File: src/rtl/core/uart_rx_tx_ring_buffers_macros.svh
// Assertion macros shared by the serial-port ring buffer RTL.
`ifndef UART_RX_TX_RING_BUFFERS_MACROS_SVH
`define UART_RX_TX_RING_BUFFERS_MACROS_SVH

// Checks that the consequent holds in the same cycle as the antecedent.
`define URB_ASSERT_SAME(label, ante, cons, msg) \
  label: assert property (@(posedge clk) disable iff (rst) (ante) |-> (cons)) \
    else $error(msg);

// Checks that the consequent holds in the cycle after the antecedent.
`define URB_ASSERT_NEXT(label, ante, cons, msg) \
  label: assert property (@(posedge clk) disable iff (rst) (ante) |=> (cons)) \
    else $error(msg);

`endif

File: src/rtl/core/uartrb_pkg.sv
// Shared constants and types of the serial-port ring buffers.
`timescale 1ns / 1ps
`default_nettype none

package uartrb_pkg;

  localparam int RX_DEPTH = 64;
  localparam int TX_DEPTH = 64;

  localparam int BYTE_W   = 8;
  localparam int FILL_W   = 8;
  localparam int REQ_W    = 3;
  localparam int RX_CNT_W = $clog2(RX_DEPTH + 1);
  localparam int TX_CNT_W = $clog2(TX_DEPTH + 1);

  localparam logic [BYTE_W-1:0] LINE_END_RESET = 8'd10;

  typedef enum logic [REQ_W-1:0] {
    REQ_RX_BYTE    = 3'd0,
    REQ_TX_READY   = 3'd1,
    REQ_HOST_READ  = 3'd2,
    REQ_HOST_WRITE = 3'd3,
    REQ_DISCARD    = 3'd4
  } req_t;

  typedef enum logic [1:0] {
    STATUS_OK    = 2'd0,
    STATUS_FULL  = 2'd1,
    STATUS_EMPTY = 2'd2
  } status_t;

  // Result fields, first field in the highest bits.
  typedef struct packed {
    status_t           status;
    logic              line_ready;
    logic [FILL_W-1:0] tx_fill;
    logic [FILL_W-1:0] rx_fill;
    logic              tx_irq_enable;
    logic              send_valid;
    logic [BYTE_W-1:0] send_byte;
    logic              read_valid;
    logic [BYTE_W-1:0] read_byte;
  } result_t;

  localparam int RESULT_W = $bits(result_t);
  localparam int OUT_W    = ((RESULT_W + 7) / 8) * 8;

endpackage

`default_nettype wire

File: src/rtl/core/uartrb_cell.sv
// One byte cell of a compacting FIFO row: loads a new byte or takes its neighbor's.
`timescale 1ns / 1ps
`default_nettype none

module uartrb_cell
  import uartrb_pkg::*;
(
  input  logic              clk,
  input  logic              load,
  input  logic              shift,
  input  logic [BYTE_W-1:0] load_byte,
  input  logic [BYTE_W-1:0] neighbor_byte,
  output logic [BYTE_W-1:0] held_byte
);

  always_ff @(posedge clk) begin
    if (load) begin
      held_byte <= load_byte;
    end else if (shift) begin
      held_byte <= neighbor_byte;
    end
  end

endmodule

`default_nettype wire

File: src/rtl/core/uart_rx_tx_ring_buffers.sv
// Top level of the serial-port receive and transmit byte buffers.
// A result is registered and presented in the cycle after its input transfer.
// Throughput: one item per cycle while the output is not stalled; each event updates the counters
// and moves the cell rows, and a new item is taken in the cycle the held result transfers.
// Reset: both buffers empty, interrupt enable off, line-end byte 10; the cell
// rows need no clearing pass.
`timescale 1ns / 1ps
`default_nettype none
`include "uart_rx_tx_ring_buffers_macros.svh"

module uart_rx_tx_ring_buffers
  import uartrb_pkg::*;
(
  input  logic              clk,
  input  logic              rst,
  input  logic              s_tvalid,
  output logic              s_tready,
  input  logic [BYTE_W-1:0] s_tdata,      // data_byte
  input  logic [REQ_W-1:0]  s_tuser,      // req_type
  output logic              m_tvalid,
  input  logic              m_tready,
  // From bit 0: read_byte, read_valid, send_byte, send_valid, tx_irq_enable,
  // rx_fill, tx_fill, line_ready, status, zero fill.
  output logic [OUT_W-1:0]  m_tdata,
  input  logic              cfg_wr_en,
  input  logic [BYTE_W-1:0] cfg_wr_data
);

  logic [BYTE_W-1:0]   line_end_char;
  logic [RX_CNT_W-1:0] rx_count;
  logic [RX_CNT_W-1:0] rx_count_next;
  logic [RX_CNT_W-1:0] rx_nl_count;
  logic [RX_CNT_W-1:0] rx_nl_count_next;
  logic [TX_CNT_W-1:0] tx_count;
  logic [TX_CNT_W-1:0] tx_count_next;
  logic                tx_irq_on;
  logic                tx_irq_on_next;
  logic                out_valid;
  result_t             out_res;
  result_t             res_next;

  logic [BYTE_W-1:0] rx_byte [RX_DEPTH+1];
  logic [RX_DEPTH:0] rx_mark;
  logic [BYTE_W-1:0] tx_byte [TX_DEPTH+1];

  req_t req;
  logic accept;
  logic rx_push;
  logic rx_pop;
  logic tx_push;
  logic tx_pop;
  logic rx_match;

  assign req      = req_t'(s_tuser);
  assign s_tready = !out_valid || m_tready;
  assign accept   = s_tvalid && s_tready;
  assign rx_match = (s_tdata == line_end_char);

  assign rx_push = accept && (req == REQ_RX_BYTE) && (rx_count < RX_CNT_W'(RX_DEPTH));
  assign rx_pop  = accept && (req == REQ_HOST_READ) && (rx_count != '0);
  assign tx_push = accept && (req == REQ_HOST_WRITE) && (tx_count < TX_CNT_W'(TX_DEPTH));
  assign tx_pop  = accept && (req == REQ_TX_READY) && (tx_count != '0);

  assign rx_byte[RX_DEPTH] = '0;
  assign rx_mark[RX_DEPTH] = 1'b0;
  assign tx_byte[TX_DEPTH] = '0;

  for (genvar i = 0; i < RX_DEPTH; i++) begin : g_rx
    logic load;
    logic mark;
    assign load = rx_push && (rx_count == RX_CNT_W'(i));
    uartrb_cell u_cell (
      .clk           (clk),
      .load          (load),
      .shift         (rx_pop),
      .load_byte     (s_tdata),
      .neighbor_byte (rx_byte[i+1]),
      .held_byte     (rx_byte[i])
    );
    always_ff @(posedge clk) begin
      if (load) begin
        mark <= rx_match;
      end else if (rx_pop) begin
        mark <= rx_mark[i+1];
      end
    end
    assign rx_mark[i] = mark;
  end

  for (genvar i = 0; i < TX_DEPTH; i++) begin : g_tx
    logic load;
    assign load = tx_push && (tx_count == TX_CNT_W'(i));
    uartrb_cell u_cell (
      .clk           (clk),
      .load          (load),
      .shift         (tx_pop),
      .load_byte     (s_tdata),
      .neighbor_byte (tx_byte[i+1]),
      .held_byte     (tx_byte[i])
    );
  end

  always_comb begin
    rx_count_next    = rx_count;
    rx_nl_count_next = rx_nl_count;
    tx_count_next    = tx_count;
    tx_irq_on_next   = tx_irq_on;
    res_next         = '0;
    res_next.status  = STATUS_OK;
    case (req)
      REQ_RX_BYTE: begin
        if (rx_push) begin
          rx_count_next = rx_count + 1'b1;
          if (rx_match) begin
            rx_nl_count_next = rx_nl_count + 1'b1;
          end
        end else begin
          res_next.status = STATUS_FULL;
        end
      end
      REQ_TX_READY: begin
        if (tx_pop) begin
          res_next.send_byte  = tx_byte[0];
          res_next.send_valid = 1'b1;
          tx_count_next       = tx_count - 1'b1;
        end else begin
          tx_irq_on_next  = 1'b0;
          res_next.status = STATUS_EMPTY;
        end
      end
      REQ_HOST_READ: begin
        if (rx_pop) begin
          res_next.read_byte  = rx_byte[0];
          res_next.read_valid = 1'b1;
          rx_count_next       = rx_count - 1'b1;
          if (rx_mark[0] && (rx_nl_count != '0)) begin
            rx_nl_count_next = rx_nl_count - 1'b1;
          end
        end else begin
          res_next.status = STATUS_EMPTY;
        end
      end
      REQ_HOST_WRITE: begin
        if (tx_push) begin
          tx_count_next = tx_count + 1'b1;
        end else begin
          res_next.status = STATUS_FULL;
        end
        tx_irq_on_next = 1'b1;
      end
      REQ_DISCARD: begin
        rx_count_next    = '0;
        rx_nl_count_next = '0;
      end
      default: begin
      end
    endcase
    res_next.tx_irq_enable = tx_irq_on_next;
    res_next.rx_fill       = FILL_W'(rx_count_next);
    res_next.tx_fill       = FILL_W'(tx_count_next);
    res_next.line_ready    = (rx_nl_count_next != '0);
  end

  always_ff @(posedge clk) begin
    if (rst) begin
      line_end_char <= LINE_END_RESET;
    end else if (cfg_wr_en) begin
      line_end_char <= cfg_wr_data;
    end
  end

  always_ff @(posedge clk) begin
    if (rst) begin
      rx_count    <= '0;
      rx_nl_count <= '0;
      tx_count    <= '0;
      tx_irq_on   <= 1'b0;
      out_valid   <= 1'b0;
    end else begin
      if (accept) begin
        rx_count    <= rx_count_next;
        rx_nl_count <= rx_nl_count_next;
        tx_count    <= tx_count_next;
        tx_irq_on   <= tx_irq_on_next;
        out_valid   <= 1'b1;
      end else if (m_tready) begin
        out_valid <= 1'b0;
      end
    end
  end

  always_ff @(posedge clk) begin
    if (accept) begin
      out_res <= res_next;
    end
  end

  assign m_tvalid = out_valid;
  assign m_tdata  = OUT_W'(out_res);

  `URB_ASSERT_SAME(a_nl_within_fill, 1'b1, rx_nl_count <= rx_count, "line-end count exceeds receive fill")
  `URB_ASSERT_NEXT(a_discard_clears, accept && (req == REQ_DISCARD), (rx_count == '0) && (rx_nl_count == '0), "discard left receive state behind")
  `URB_ASSERT_NEXT(a_empty_read, rx_pop == 1'b0 && accept && (req == REQ_HOST_READ), (out_res.status == STATUS_EMPTY) && !out_res.read_valid, "empty host read returned a byte")
  `URB_ASSERT_NEXT(a_write_sets_irq, accept && (req == REQ_HOST_WRITE), tx_irq_on && out_res.tx_irq_enable, "host write did not set interrupt enable")

endmodule

`default_nettype wire
File: config.mk
export PLATFORM = sky130hd
export DESIGN_NAME = uart_rx_tx_ring_buffers
export DESIGN_NICKNAME = d
export VERILOG_FILES = /design/src/rtl/core/uartrb_pkg.sv /design/src/rtl/core/uartrb_cell.sv /design/src/rtl/core/uart_rx_tx_ring_buffers.sv
export VERILOG_INCLUDE_DIRS = /design/src /design/src/rtl/core
export SDC_FILE = /design/constraint.sdc
export NUM_CORES = 1
export LEC_CHECK = 0
export ABC_AREA = 1
export BUFFER_PORTS_ARGS = -buffer_cell sky130_fd_sc_hd__buf_2
export CAP_MARGIN = 20
export CORE_MARGIN = 2
export CORE_UTILIZATION = 61
export CTS_CLUSTER_DIAMETER = 50
export DETAILED_ROUTE_END_ITERATION = 6
export PLACE_DENSITY = 0.77
export SLEW_MARGIN = 25
export SYNTH_ARGS = -nofsm -noshare
export SYNTH_HDL_FRONTEND = slang
export SYNTH_SLANG_ARGS = --single-unit
File: constraint.sdc
create_clock -name clk -period 3.06 [get_ports clk]
set_input_delay 0.306 -clock clk [delete_from_list [all_inputs] [get_ports clk]]
set_output_delay 0.306 -clock clk [all_outputs]
set_load 0.03 [all_outputs]
After elaboration in Yosys (flattened, before gate mapping)
Index checks and enable logic that the tools add are counted.
- input bits: 24
- output and inout bits: 42
- word-level logic and storage cells: 1030
- bits in registers: 1155
- multiplexer cells: 406
- equality and inequality tests: 131
- add/subtract/negate cells: 6
- magnitude comparators: 2
- reductions and logical operators: 278
- operator list (kind ; number):
    two-way mux 8 bit ; 256
    == test 7 x 6 -> 1 bit, second input constant ; 64
    nonzero test 2 bit ; 129
    == test 7 x 5 -> 1 bit, second input constant ; 32
    logical AND 1 bit ; 138
    two-way mux 1 bit ; 133
    == test 7 x 4 -> 1 bit, second input constant ; 16
    == test 7 x 3 -> 1 bit, second input constant ; 8
    two-way mux 7 bit ; 8
    one-hot mux 7 bit (3 select lines) ; 2
    == test 7 x 2 -> 1 bit, second input constant ; 4
    nonzero test 7 bit ; 4
    adder 7 x 1 -> 7 bit, second input constant ; 3
    subtractor 7 x 1 -> 7 bit, second input constant ; 3
    two-way mux 9 bit ; 2
    == test 7 x 1 -> 1 bit, second input constant ; 2
    logical NOT 7 bit ; 2
    less-than comparator 7 bit, second input constant ; 2
    one-hot mux 7 bit (2 select lines) ; 1
    == test 8 bit ; 1
    one-hot mux 2 bit (4 select lines) ; 1
    == test 3 x 2 -> 1 bit, second input constant ; 2
    two-way mux 2 bit ; 2
    AND reduction 2 bit ; 2
    other kinds (6) ; 6

Longest topological paths before layout
- depth in word-level cells: 8
- depth in mapped cells: 17
- gate-level depth less buffers: 17

Hierarchy
From an unflattened synthesis, not the netlist that was laid out.
- cells, all modules: 5565
- area, all modules: 52927.0 um2
- modules (own cells, without submodules) (module ; sequential area each (um2) ; area an instance (um2) ; times used ; cells each):
    uartrb_cell ; 240.2 ; 351.6 ; 128 ; 35
    uart_rx_tx_ring_buffers ; 3623.5 ; 7923.8 ; 1 ; 1085

Worst setup path after synthesis
No wires, ideal clock.
- path kind: reg-to-reg
- from: reg out_valid, in the netlist m_tvalid
- to: reg rx_count[6]
- arrival time: 2219 ps
- stages on the path, launching flop included: 6
- buffers on the path: 1
- clock period less this slack: 2330 ps
- setup time: 111 ps
- setup slack: 730 ps
- data required time: 2949 ps
- cells stage by stage: dfxtp_1 -> a21oi_4 -> clkbuf_1 -> nand4_1 -> nand2_1 -> inv_1
- word-level cells in the longest chain between the ends: 7
- elaborated cells between the ends (all ways): 10
- classes of those cells: mux: 3; reduce/logical: 7
- RTL lines (item ; RTL line ; text):
    from (decl) ; uart_rx_tx_ring_buffers.sv:38 ; logic out_valid;
    from (signal assigned) ; uart_rx_tx_ring_buffers.sv:178 ; out_valid <= 1'b0;
    from (signal assigned) ; uart_rx_tx_ring_buffers.sv:185 ; out_valid <= 1'b1;
    from (signal assigned) ; uart_rx_tx_ring_buffers.sv:187 ; out_valid <= 1'b0;
    logical NOT 1 bit * ; uart_rx_tx_ring_buffers.sv:55 ; assign s_tready = !out_valid || m_tready;
    logical OR 1 bit * ; uart_rx_tx_ring_buffers.sv:55 ;
    logical AND 1 bit * ; uart_rx_tx_ring_buffers.sv:56 ; assign accept = s_tvalid && s_tready;
    via accept ; uart_rx_tx_ring_buffers.sv:47 ; logic accept;
    logical AND 1 bit, on equally long branches (2 in a row) ; uart_rx_tx_ring_buffers.sv:60, uart_rx_tx_ring_buffers.sv:59 ;
    two-way mux 7 bit, on equally long branches ; uart_rx_tx_ring_buffers.sv:132, uart_rx_tx_ring_buffers.sv:112 ;
    one-hot mux 7 bit (3 select lines) ; uart_rx_tx_ring_buffers.sv:110 ; case (req)
    to (signal assigned) ; uart_rx_tx_ring_buffers.sv:181 ; rx_count <= rx_count_next;
    to (decl) ; uart_rx_tx_ring_buffers.sv:30 ; logic [RX_CNT_W-1:0] rx_count;
The timed path passes the listed nets; every way through them passes the cells marked *.
A chain may end at the register's enable or synchronous reset.

Worst setup path after layout
- from: reg out_valid, in the netlist m_tvalid
- to: reg g_tx[35].u_cell.held_byte[5], enable pin
- word-level cells in the longest chain between the ends: 7
- elaborated cells between the ends (all ways): 9
- classes of those cells: reduce/logical: 9
- RTL lines (item ; RTL line ; text):
    logical NOT 1 bit * ; uart_rx_tx_ring_buffers.sv:55 ;
    logical OR 1 bit * ; uart_rx_tx_ring_buffers.sv:55 ;
    logical AND 1 bit * ; uart_rx_tx_ring_buffers.sv:56 ;
    logical AND 1 bit (2 in a row) ; uart_rx_tx_ring_buffers.sv:61 ; assign tx_push = accept && (req == REQ_HOST_WRITE) && (tx_count < TX_CNT_W'(TX_DEPTH));
    logical AND 1 bit ; uart_rx_tx_ring_buffers.sv:92 ; assign load = tx_push && (tx_count == TX_CNT_W'(i));
    nonzero test 2 bit (no source line) * ; - ;
    to (signal assigned) ; uartrb_cell.sv:18 ; held_byte <= load_byte;
    to (signal assigned) ; uartrb_cell.sv:20 ; held_byte <= neighbor_byte;
    to (decl) ; uartrb_cell.sv:13 ; output logic [BYTE_W-1:0] held_byte
Mark *: on every way between the ends. The rest lies on a longest branch, timed or not.

==> metrics.txt <==
# TYPE chip_impl_metric gauge
chip_impl_metric{name="grt_usage",unit=""} 0.263
chip_impl_metric{name="grt_start_max_net_pins",unit=""} 129
chip_impl_metric{name="dpl-instance-area",unit="mm2"} 0.0500
chip_impl_metric{name="synth_edf_count",unit=""} 1124
chip_impl_metric{name="drc",unit=""} 0
chip_impl_metric{name="fp.dieArea",unit="mm2"} 0.0823
chip_impl_info{name="cts.root.buffer_cell",value="sky130_fd_sc_hd__clkbuf_16"} 1
chip_impl_metric{name="totalNegativeSetupSlack",unit="ns"} 0
chip_impl_metric{name="clkTransAtPathRegs",unit="ns"} 0.06
chip_impl_metric{name="detail_route.iter0.violations",unit=""} 3291
chip_impl_metric{name="cts_num_sinks",unit=""} 1155
chip_impl_info{name="synth.top_cells.by_area",value="sky130_fd_sc_hd__edfxtp_1 69%, sky130_fd_sc_hd__nand2_1 11%, sky130_fd_sc_hd__o21ai_0 8.7%"} 1
chip_impl_metric{name="timing.fmax",unit="MHz"} 351
chip_impl_metric{name="place.detailed.hpwl",unit="mm"} 63.6
chip_impl_info{name="worst_setup_path_end_kind",value="flip-flop"} 1
chip_impl_metric{name="post-route-min-period",unit="ns"} 2.85
chip_impl_metric{name="clk-insertion-delay-late",unit="ns"} 0.70
chip_impl_metric{name="ys_seq_elements",unit=""} 1155
chip_impl_metric{name="setup_slack",unit="ns"} 0.214
chip_impl_metric{name="die_w",unit="um"} 287
chip_impl_metric{name="drive_gt1_frac",unit=""} 0.101
chip_impl_metric{name="critPathRequiredTime",unit="ns"} 3.40
chip_impl_metric{name="filler_cell_count",unit=""} 5430
chip_impl_info{name="yosys.cell_count.top_type",value="sky130_fd_sc_hd__nand2_1"} 1
chip_impl_metric{name="vias_per_cell",unit=""} 5.89
chip_impl_metric{name="drv_cap",unit=""} 0
chip_impl_metric{name="cts_made_buffers",unit=""} 117
chip_impl_info{name="synth.largest_area_cell",value="sky130_fd_sc_hd__edfxtp_1"} 1
chip_impl_info{name="synth_commonest_cells",value="1374 x sky130_fd_sc_hd__nand2_1, 1124 x sky130_fd_sc_hd__edfxtp_1, 848 x sky130_fd_sc_hd__o21ai_0"} 1
chip_impl_info{name="setup_repair_after_global_routing_missed_its_margin",value="false"} 1
chip_impl_metric{name="p_leak",unit="nW"} 21.8
chip_impl_metric{name="syn2layout_area_growth",unit="%"} 10.8
chip_impl_metric{name="worst_ir_drop_vdd",unit="mV"} 0.497
chip_impl_metric{name="vias_in_the_first_global_route",unit=""} 30835
chip_impl_metric{name="floorplan.initialDensity",unit=""} 0.617
chip_impl_metric{name="firstDrtPassIters",unit=""} 7
chip_impl_metric{name="netlist-cell-type-count",unit=""} 45
chip_impl_metric{name="buffer_ports.inserted",unit=""} 61
chip_impl_metric{name="fin_cells",unit=""} 5504
chip_impl_metric{name="yosys_warnings",unit=""} 0
chip_impl_metric{name="critPathArrivalTime",unit="ns"} 3.18
chip_impl_metric{name="synth_area_per_inst",unit="um2"} 11.2
chip_impl_metric{name="post_drt_wl_per_cell",unit="um"} 19.6
chip_impl_metric{name="postLayoutCellArea",unit="mm2"} 0.0541
chip_impl_metric{name="fin_worst_skew",unit="ns"} 0.0278
chip_impl_metric{name="fin_crit_sh",unit=""} 0.930
chip_impl_metric{name="gp_routability_congestion",unit=""} 0.903
chip_impl_info{name="critical_path_class",value="flip-flop to flip-flop"} 1
chip_impl_metric{name="worst-path-max-fanout",unit=""} 17
chip_impl_info{name="holdCritPathClass",value="primary input to flip-flop"} 1
chip_impl_metric{name="final_net_count",unit=""} 4394
chip_impl_metric{name="worst_slack_at_placement",unit="ns"} 0.0756
chip_impl_metric{name="antenna_left",unit=""} 0
chip_impl_info{name="cts_tree",value="built"} 1
chip_impl_metric{name="synth.yosys.seq_area_share",unit=""} 0.704
chip_impl_metric{name="antenna_found_initial",unit=""} 1
chip_impl_metric{name="netlist_instances",unit=""} 4349
chip_impl_metric{name="timing_hold_violations_final",unit=""} 0
chip_impl_metric{name="place.detailed.instances",unit=""} 5274
chip_impl_metric{name="setup_viol",unit=""} 0
chip_impl_metric{name="cellPowerDensity",unit="mW/mm2"} 610
chip_impl_metric{name="standard_cell_core_area",unit="mm2"} 0.0791
chip_impl_metric{name="timing.final.max_slew_violations",unit=""} 0
chip_impl_metric{name="syn_area",unit="mm2"} 0.0488
chip_impl_metric{name="synthArstFlopShare",unit=""} 0
chip_impl_info{name="run_status",value="finished clean"} 1
chip_impl_info{name="worst_setup_path_start_kind",value="flip-flop"} 1
chip_impl_metric{name="die-height",unit="um"} 287
chip_impl_metric{name="cts.path.max_buffers",unit=""} 3
chip_impl_metric{name="wl",unit="mm"} 108
chip_impl_metric{name="cts.repair_timing.setup_buffer_count",unit=""} 0
chip_impl_metric{name="final_util",unit=""} 0.684
chip_impl_metric{name="global_route.overflow_total",unit=""} 0
chip_impl_metric{name="grt_pass1_wl",unit="mm"} 169
chip_impl_metric{name="worst-slew-pin-transition",unit="ns"} 1.05
chip_impl_metric{name="sequential_cell_area",unit="mm2"} 0.0344
chip_impl_metric{name="vias",unit=""} 32405
chip_impl_metric{name="synth.top_cell.area_share",unit=""} 0.692
chip_impl_metric{name="multi_input_comb_area",unit="mm2"} 0.0128
chip_impl_info{name="synth_ff_type",value="sky130_fd_sc_hd__edfxtp_1"} 1
chip_impl_metric{name="std_cell_rows",unit=""} 103
chip_impl_metric{name="cts-htree-levels",unit=""} 3
chip_impl_metric{name="slew_headroom",unit=""} 0.299
chip_impl_metric{name="boundaryPins",unit=""} 66
logic make-up (layout without fill, tap and decap cells):
kind of cell | count (synthesis) | count (layout) | share of synthesized area
xor+xnor | 7 | 7 | 0.00126
buf+inv | 394 | 495 | 0.0344
simple gates | 1637 | 1637 | 0.138
fa+ha+maj | 13 | 13 | 0.00333
compound gates | 1142 | 1142 | 0.118
flops | 1155 | 1155 | 0.704
other cells | 1 | 5 | 0.0000769
stage by stage:
step | hold slack, ns | power (W)
4_1_cts | 0.0318 | 0.0331
3_3_place_gp | 0.457 | 0.0187
3_5_place_dp | 0.464 | 0.0188
6_report | 0.0608 | 0.0330
2_1_floorplan | 0.417 | 0.0184
5_1_grt | 0.0648 | 0.0338
metal layers:
metal,routed length [um],GRT usage
met1,44600,0.377
met2,49500,0.417
met3,11000,0.0525
met4,2710,0.0729
met5,25,0
critical path, stage by stage (launching register included):
cell                      delay [ns]
sky130_fd_sc_hd__dfxtp_1        0.34
sky130_fd_sc_hd__a21oi_4        0.39
sky130_fd_sc_hd__nand3_2        0.23
sky130_fd_sc_hd__nor2_2         0.62
sky130_fd_sc_hd__nand2_1        0.48
sky130_fd_sc_hd__nand2_1        0.43
placed cells by master, fill, tap and decap left out, types with 3 or more instances in the layout:
cell type,instances
sky130_fd_sc_hd__inv_16,3
sky130_fd_sc_hd__clkinv_4,6
sky130_fd_sc_hd__clkinv_2,15
sky130_fd_sc_hd__a21oi_1,24
sky130_fd_sc_hd__conb_1,4
sky130_fd_sc_hd__clkbuf_1,26
sky130_fd_sc_hd__buf_4,92
sky130_fd_sc_hd__o21ai_0,848
sky130_fd_sc_hd__nor3_1,5
sky130_fd_sc_hd__clkbuf_16,118
sky130_fd_sc_hd__xor2_1,6
sky130_fd_sc_hd__buf_2,61
sky130_fd_sc_hd__clkbuf_8,4
sky130_fd_sc_hd__clkinv_1,15
sky130_fd_sc_hd__nand2_2,44
sky130_fd_sc_hd__inv_2,6
sky130_fd_sc_hd__o211ai_1,4
sky130_fd_sc_hd__a31oi_1,3
sky130_fd_sc_hd__nand4_1,13
sky130_fd_sc_hd__nand2_1,1372
sky130_fd_sc_hd__nor2_2,9
sky130_fd_sc_hd__edfxtp_1,1124
sky130_fd_sc_hd__ha_1,13
sky130_fd_sc_hd__clkinvlp_4,6
sky130_fd_sc_hd__inv_1,89
sky130_fd_sc_hd__inv_6,14
sky130_fd_sc_hd__nor2_1,106
sky130_fd_sc_hd__nor2_8,3
sky130_fd_sc_hd__dlygate4sd3_1,14
sky130_fd_sc_hd__buf_12,8
sky130_fd_sc_hd__o21ai_1,255
sky130_fd_sc_hd__nand3_1,40
sky130_fd_sc_hd__dfxtp_1,31
sky130_fd_sc_hd__bufinv_16,14
sky130_fd_sc_hd__nand2_4,30
registers in the layout (all words and copies together), names as in the netlist:
name / cells
tx_count: 7
line_end_char: 8
rx_nl_count: 7
g_rx.mark: 64
g_tx.u_cell.held_byte: 512
rx_count: 7
m_tdata: 36
tx_irq_on: 1
m_tvalid: 1
g_rx.u_cell.held_byte: 512
worst paths after layout:
path / start / to / cells after the start / slack, ns
min reg2reg: line_end_char[2] / line_end_char[2] / 2 / 0.47
min: s_tuser[1] / tx_count[2] / 3 / 0.06
max reg2reg: m_tvalid / g_tx[35].u_cell.held_byte[5] / 5 / 0.21
max: m_tvalid / g_tx[35].u_cell.held_byte[5] / 5 / 0.21
report_power, final:
group	internal (W)	leakage [nW]	switching, W
Sequential	0.0174	10.4	0.0000933
Clock	0.00841	1.89	0.00610
Combinational	0.000218	9.49	0.000795
area by class of cell:
cell class | count | share of cell area
timing repair buffer | 175 | 0.0240
clock inverter | 67 | 0.0147
sequential | 1155 | 0.636
multi-input combinational | 2803 | 0.236
antenna | 1 | 0.0000463
inverter | 105 | 0.00812
tap | 1050 | 0.0243
clock buffer | 148 | 0.0574
repair_timing:
item / 4_1_cts / 5_1_grt
hold buffers: 14 / 0
endpoints found under the hold margin: 9 / 0
endpoints found under the setup margin: 0 / 0
resized for setup: 0 / 0
(Power assumes the default switching activity.)
